`src/rtl/core/sequence_store_with_min_max_core_macros.svh`:
```
// ---------------------------------------------------------------------------
// Assertion macros for the sequence store core
// Concurrent property wrappers shared by the core's checks.
// ---------------------------------------------------------------------------
`ifndef SEQUENCE_STORE_WITH_MIN_MAX_CORE_MACROS_SVH
`define SEQUENCE_STORE_WITH_MIN_MAX_CORE_MACROS_SVH

// same-cycle implication, ignored while reset is asserted
`define SSMM_ASSERT_IMP(label, clk, rst_n, ante, cons) \
  label: assert property (@(posedge clk) disable iff (!rst_n) (ante) |-> (cons)) \
    else $error("ssmm check failed");

// next-cycle implication, ignored while reset is asserted
`define SSMM_ASSERT_NXT(label, clk, rst_n, ante, cons) \
  label: assert property (@(posedge clk) disable iff (!rst_n) (ante) |=> (cons)) \
    else $error("ssmm check failed");

`endif

```
`src/rtl/core/ssmm_pkg.sv`:
```
// ---------------------------------------------------------------------------
// ssmm_pkg
// Types and constants shared by the sequence store core.
// ---------------------------------------------------------------------------
`default_nettype none

package ssmm_pkg;

  localparam int DEPTH      = 256;
  localparam int DATA_WIDTH = 32;
  localparam int AW         = $clog2(DEPTH);
  localparam int CW         = $clog2(DEPTH + 1);

  typedef logic        [AW-1:0]         addr_t;
  typedef logic        [CW-1:0]         count_t;
  typedef logic signed [DATA_WIDTH-1:0] word_t;
  typedef logic signed [31:0]           field_word_t;

  typedef enum logic [2:0] {
    F_APPEND = 3'd0,
    F_INSERT = 3'd1,
    F_POP    = 3'd2,
    F_READ   = 3'd3,
    F_MAX    = 3'd4,
    F_MIN    = 3'd5,
    F_CLEAR  = 3'd6
  } func_e;

  typedef enum logic [1:0] {
    ST_OK    = 2'd0,
    ST_EMPTY = 2'd1,
    ST_RANGE = 2'd2,
    ST_FULL  = 2'd3
  } status_e;

  typedef enum logic [1:0] {
    S_IDLE,
    S_RD,
    S_SCAN,
    S_OUT
  } state_e;

  typedef struct packed {
    func_e       func;
    field_word_t value;
    logic [7:0]  position;
  } in_item_t;

  typedef struct packed {
    field_word_t result_value;
    status_e     status;
    logic [8:0]  occupancy;
  } out_item_t;

  // control from the sequencer to the running extreme unit
  typedef struct packed {
    logic start;   // new scan begins, next load takes the word as is
    logic load;    // read data valid this cycle
    logic is_max;  // 1: keep largest, 0: keep smallest
  } best_ctl_t;

endpackage

`default_nettype wire

```
`src/rtl/core/ssmm_best.sv`:
```
// ---------------------------------------------------------------------------
// ssmm_best
// Running maximum or minimum over the words streamed out of the store.
// ---------------------------------------------------------------------------
`default_nettype none

module ssmm_best import ssmm_pkg::*; (
  input  wire logic      clk,
  input  wire logic      rst_n,
  input  wire best_ctl_t ctl,
  input  wire word_t     data,
  output word_t          best_r
);

  logic  first_r;
  logic  first_nxt;
  logic  better;
  word_t best_nxt;

  always_comb begin
    better    = ctl.is_max ? (data > best_r) : (data < best_r);
    best_nxt  = best_r;
    first_nxt = first_r;
    if (ctl.start) begin
      first_nxt = 1'b1;
    end else if (ctl.load) begin
      first_nxt = 1'b0;
      if (first_r || better) begin
        best_nxt = data;
      end
    end
  end

  always_ff @(posedge clk) begin
    if (!rst_n) begin
      first_r <= 1'b0;
    end else begin
      first_r <= first_nxt;
    end
  end

  always_ff @(posedge clk) begin
    best_r <= best_nxt;
  end

endmodule

`default_nettype wire

```
`config.mk`:
```
export PLATFORM = sky130hd
export DESIGN_NAME = ssmm_best
export DESIGN_NICKNAME = d
export VERILOG_FILES = /design/src/rtl/core/sequence_store_with_min_max_core_macros.svh /design/src/rtl/core/ssmm_pkg.sv /design/src/rtl/core/ssmm_best.sv
export SDC_FILE = /design/constraint.sdc
export NUM_CORES = 1
export LEC_CHECK = 0
export ABC_AREA = 1
export BUFFER_PORTS_ARGS = -buffer_cell sky130_fd_sc_hd__buf_4
export CAP_MARGIN = 40
export CORE_ASPECT_RATIO = 1.2
export CORE_UTILIZATION = 41
export CTS_BUF_LIST = sky130_fd_sc_hd__clkbuf_8
export CTS_CLUSTER_SIZE = 30
export DETAILED_ROUTE_END_ITERATION = 10
export HOLD_SLACK_MARGIN = 0.03
export PLACE_DENSITY = 0.68
export SLEW_MARGIN = 5
export SYNTH_ARGS = -nofsm -noshare
export SYNTH_HDL_FRONTEND = slang
export SYNTH_SLANG_ARGS = --single-unit
```
`constraint.sdc`:
```
create_clock -name clk -period 3.1 [get_ports clk]
set_clock_uncertainty 0.1 [all_clocks]
set_input_delay 0.155 -clock clk [delete_from_list [all_inputs] [get_ports clk]]
set_output_delay 0.155 -clock clk [all_outputs]
set_load 0.01 [all_outputs]
```
==> results of run 1 <==
-- cells in the final DEF (no fill, tap or decap), drive strengths merged --
cell type / Yosys / final
dfxtp: 1 / 1
nand4: 1 / 1
a21o: 2 / 2
nand2: 36 / 36
and2: 1 / 1
ha: 32 / 32
buf: 0 / 71
o21a: 2 / 2
edfxtp: 32 / 32
clkbuf: 0 / 6
o21ai: 4 / 4
nor2: 12 / 12
inv: 43 / 45
and3: 1 / 1
dlygate4sd3: 0 / 35
a21oi: 15 / 15
nand3: 6 / 6
-- metrics by stage --
stage	power [mW]	setup WS (ps)	std cells	cell area (um2)	utilization, %
6_report	1.08	312	358	2950	67.8
5_1_grt	1.14	98.3	358	2950	67.8
4_1_cts	1.09	327	358	2950	67.8
3_5_place_dp	0.727	449	315	2510	57.7
3_3_place_gp	0.724	509	315	2510	57.7
2_1_floorplan	0.633	404	188	1910	-
-- timing repair --
action,4_1_cts,5_1_grt
endpoints found under the hold margin,33,0
hold buffers,35,0
resized for setup,0,0
-- kinds of logic after synthesis --
logic type	after synthesis	synth area share (%)
and+or+nand+nor	57	12.7
buffers and inverters	43	8.45
DFF	33	51.3
adders and majority gates	32	21.0
AOI/OAI and AO/OA	23	6.55
-- power breakdown --
| part | switching [mW] | internal [mW] | total, mW |
|---|---|---|---|
| sequential | 0.0101 | 0.516 | 0.526 |
| clock | 0.152 | 0.174 | 0.326 |
| combinational | 0.102 | 0.125 | 0.228 |
| total | 0.264 | 0.815 | 1.08 |
-- sequential cells by signal, summed over array words and instances, names as in the netlist --
signal	flops
best_r	32
first_r	1
-- Yosys cell counts --
master | count | area share, %
a21o_1 | 2 | 0.79
a21oi_1 | 15 | 3.9
and2_1 | 1 | 0.33
and3_2 | 1 | 0.39
dfxtp_1 | 1 | 1.0
edfxtp_1 | 32 | 50
ha_1 | 32 | 21
inv_1 | 43 | 8.4
nand2_1 | 33 | 6.5
nand2_2 | 3 | 0.98
nand3_1 | 5 | 1.3
nand3_2 | 1 | 0.52
nand4_1 | 1 | 0.33
nor2_1 | 12 | 2.4
o21a_1 | 2 | 0.79
o21ai_0 | 3 | 0.79
o21ai_1 | 1 | 0.26
-- how the worst min path moves through the flow --
stage / startpoint / to / slack, ps
final: ctl[2] / best_r[29] / 350
after global routing: ctl[2] / best_r[17] / 380
after CTS: ctl[2] / best_r[17] / 330
after detailed placement: data[26] / best_r[26] / 250
after global placement: data[30] / best_r[30] / 250
after floorplan: data[0] / best_r[0] / 150
-- area by class of cell --
type,count,area [um2]
Tap cell,56,70.1
Inverter,43,161
Sequential cell,33,981
Multi-Input combinational cell,112,768
Fill cell,372,1410
Clock inverter,2,7.51
Clock buffer,6,82.6
Timing Repair Buffer,106,883
-- layer usage --
layer | track usage [%] | up-vias
met5 | 0 | -
met4 | 6.89 | 0
met3 | 4.46 | 4
met2 | 32.7 | 46
met1 | 20.2 | 687
li1 | - | 845
-- worst min-delay path: stages --
cell	delay (ps)
buf_4	80
nor2_1	50
nand2_1	70
inv_1	150
==> flow_summary.json, run 1 <==
{
  "ys_types": 17,
  "place_congestion": 0.749,
  "syn_inst": 188,
  "clock-sinks": 33,
  "drv_slew": 0,
  "routedWlPerCell_um": 11.4,
  "drcViolationCount": 0,
  "vias_per_cell": 4.42,
  "clkTransAtPathRegs_ps": 70,
  "placement_rows": 26,
  "ys_warn_count": 0,
  "worstPathRequired_ps": 2980,
  "cts_tree": "built",
  "synth-seq-area-share_pct": 51.3,
  "worstSetupPathType": "in2reg",
  "wl_mm": 4.10,
  "wl_met2_mm": 2.14,
  "slew_headroom_pct": 77.9,
  "critical_path_depth": 14,
  "chipWidth_um": 64.3,
  "crit_path_end": "best_r[5]",
  "cts_buffer_depth": 2,
  "postRouteAntennaNets": 0,
  "rsz0062_at_grt": "false",
  "post-route-period-util_pct": 89.9,
  "hold_path.class": "in2reg",
  "critPathArrivalTime_ps": 2670,
  "critPathBufInv": 4,
  "tightest_slew_ps": 331,
  "reg2reg_to": "best_r[5]",
  "synth_area_per_cell_um2": 10.2,
  "clock_latency_ps": 280,
  "finalSetupTns_ps": 0,
  "netlist_area_mm2": 0.00191,
  "die_h_um": 76.8,
  "end_kind": "register",
  "p_leak_nw": 1.50,
  "cts_setup_buffers": 0,
  "setup_viol": 0,
  "layout-drive-gt1-share_pct": 27.2,
  "grt-ovfl-total": 0,
  "grt_max_degree": 11,
  "ys_seq_elements": 33,
  "maxCapViolations": 0,
  "globalRouteTotalUtil_pct": 18.2,
  "synthToLayoutAreaGrowth_pct": 54.6,
  "antenna_found_initial": 0,
  "wl_met3_um": 182,
  "whs_path_depth": 4,
  "timing.fmax_mhz": 359,
  "hold_ws_ps": 349,
  "vias": 1582,
  "cts_buffers": 5,
  "crit_family": "buffers and inverters",
  "highest_layer": "met4",
  "slowest_stage": "dlygate4sd3_1",
  "dieArea_mm2": 0.00494,
  "ioPinCount": 69,
  "portBuffers": 68,
  "floorplan.initialDensity_pct": 43.8,
  "path_cells": "dlygate4sd3_1, buf_4, ha_1, a21o_1, o21ai_1, nand2_1, a21oi_1, nand2_2, nand2_1, nand3_1, nand3_1, nand2_1, inv_1, buf_4",
  "rrSetupSlack_ps": 460,
  "antennaDiodeCount": 0,
  "crit_top_cell": "nand2_1",
  "status": "finished, final reports clean",
  "nNetsFinal": 370,
  "cp_slowest_stage_delay_ps": 540,
  "startpoint": "data[19]",
  "drt_iter0_markers": 34,
  "synth_nets": 257,
  "ir_drop_v": 0.000263,
  "period_minus_slack_ps": 2790,
  "first_global_vias": 1602,
  "p_per_area_mw_per_mm2": 365,
  "cts-root-buf": "clkbuf_8",
  "reg2regPathDepth": 13,
  "path_max_fanout": 9,
  "r2r-start": "best_r[31]",
  "coreArea_mm2": 0.00436,
  "drt-met1-wl_mm": 1.74,
  "start_kind": "primary input",
  "h-tree-depth": 2,
  "drt_first_pass_iters": 4,
  "dp_hpwl_mm": 2.87,
  "grt_pass1_wl_mm": 6.87,
  "timing_hold_violations_final": 0
}
(Power assumes the default switching activity.)
==> run 2, diff against run 1 <==
- SLEW_MARGIN: 5 -> unset
- clock period: 3.1 -> 2.6 ns (I/O delays scaled with it)
==> run 2 against run 1 <==
  * Setup slack got worse by 260 ps
  * Sequential power rose by 19%
  * Non-clock buffer count did not move
  * Routed wire length rose by 19%
  * Critical path type unchanged
==> flow_summary.json, run 2 (same netlist as run 1, synthesis figures left out) <==
{
  "critPathArrivalTime_ps": 2490,
  "end_kind": "register",
  "drt_first_pass_iters": 5,
  "cts_buffer_depth": 2,
  "place_congestion": 0.774,
  "grt_pass1_wl_mm": 7.02,
  "drcViolationCount": 0,
  "ir_drop_v": 0.000253,
  "clock-sinks": 33,
  "die_h_um": 76.8,
  "r2r-start": "best_r[19]",
  "layout-drive-gt1-share_pct": 42.7,
  "clock_latency_ps": 270,
  "largest_reg_flops": 32,
  "cts-root-buf": "clkbuf_8",
  "vias_per_cell": 4.77,
  "vias": 1706,
  "antennaDiodeCount": 0,
  "grt-ovfl-total": 0,
  "floorplan.initialDensity_pct": 43.8,
  "path_max_fanout": 7,
  "drt_iter0_markers": 53,
  "coreArea_mm2": 0.00436,
  "synthToLayoutAreaGrowth_pct": 75.0,
  "postRouteAntennaNets": 0,
  "largest_register": "best_r",
  "post-route-period-util_pct": 98.0,
  "final_cell_mix": "buf_4 (68), inv_1 (43), dlygate4sd3_1 (33)",
  "worstPathRequired_ps": 2540,
  "reg2regPathDepth": 12,
  "final_common_cell": "buf_4",
  "antenna_found_initial": 0,
  "drv_slew": 0,
  "grt_max_degree": 20,
  "routedWlPerCell_um": 13.7,
  "slew_headroom_pct": 83.5,
  "hold_path.class": "in2reg",
  "setup_viol": 0,
  "maxCapViolations": 0,
  "timing_hold_violations_final": 0,
  "worstSetupPathType": "in2reg",
  "finalSetupTns_ps": 0,
  "portBuffers": 68,
  "largestRegisters": "best_r (32), first_r (1)",
  "clkTransAtPathRegs_ps": 70,
  "min_from": "ctl[2]",
  "first_global_vias": 1672,
  "instances_no_fill": 358,
  "h-tree-depth": 2,
  "dp_cells": 314,
  "whs_path_depth": 3,
  "ioPinCount": 69,
  "cts_buffers": 5,
  "p_per_area_mw_per_mm2": 400,
  "p_leak_nw": 1.53,
  "placement_rows": 26,
  "timing.fmax_mhz": 393,
  "status": "finished, final reports clean",
  "dp_hpwl_mm": 2.95,
  "nNetsFinal": 371,
  "tightest_slew_ps": 247,
  "start_kind": "primary input",
  "chipWidth_um": 64.3,
  "period_minus_slack_ps": 2550,
  "startpoint": "data[22]",
  "dieArea_mm2": 0.00494,
  "cts_tree": "built",
  "globalRouteTotalUtil_pct": 17.8,
  "wl_mm": 4.89
}
[run 2: changes by cell type in the layout (fill, tap and decap cells not counted), sizes merged]
cell	delta
clkinv	+1
dlygate4sd3	-2
clkinvlp	+2
clkbuf	+1
inv	-2
[run 2: worst max-delay path: stages]
cell and delay [ps]:
dlygate4sd3_1 540, buf_4 140, ha_1 290, nand2_2 60, nor2_1 60, o21ai_1 70, nand2_1 110, a21oi_4 230
nand3_2 110, nand3_2 90, nand3_2 70, nand2_2 80, clkinvlp_4 240, clkbuf_16 250
[run 2: what timing repair did]
| action | CTS | global route |
|---|---|---|
| buffers inserted | 0 | 7 |
| hold buffers | 33 | 0 |
| resized for setup | 0 | 52 |
| hold endpoints to repair | 33 | 0 |
| setup endpoints to repair | 0 | 28 |
[run 2: final cells by class]
class / instances / area (um2)
Fill cell: 309 / 1020
Clock inverter: 2 / 7.51
Multi-Input combinational cell: 112 / 1110
Inverter: 43 / 165
Timing Repair inverter: 1 / 5.00
Timing Repair Buffer: 106 / 933
Clock buffer: 5 / 68.8
Sequential cell: 33 / 981
Tap cell: 56 / 70.1
[run 2: worst paths after layout]
| check | endpoint | slack [ps] |
|---|---|---|
| setup / recovery | best_r[3] | 50 |
| setup reg to reg | best_r[3] | 90 |
| hold / removal | first_r | 30 |
| hold reg to reg | first_r | 460 |
[run 2: through the flow]
step	utilization, %	power (mW)	instance area (um2)	setup slack [ps]	hold WS (ps)
after floorplan	-	0.755	1910	42.6	129
after detailed placement	57.9	0.870	2520	93.3	219
after global placement	57.9	0.864	2520	112	219
after global routing	76.7	1.40	3340	-75.3	33.1
after CTS	67.2	1.25	2930	15.1	32.4
final	76.7	1.34	3340	53.2	34.2
[run 2: power by group]
| part | internal (mW) | switching (mW) | total, mW |
|---|---|---|---|
| Sequential | 0.615 | 0.0130 | 0.628 |
| Combinational | 0.196 | 0.165 | 0.361 |
| Clock | 0.176 | 0.171 | 0.348 |
[run 2: metal layers]
| layer | GRT usage, % | vias to the layer above | share of wire (%) |
|---|---|---|---|
| met1 | 20.2 | 809 | 39 |
| met4 | 3.33 | 0 | 0.88 |
| met5 | 0 | - | 0 |
| li1 | - | 846 | - |
| met3 | 3.72 | 6 | 4.1 |
| met2 | 33.7 | 45 | 56 |
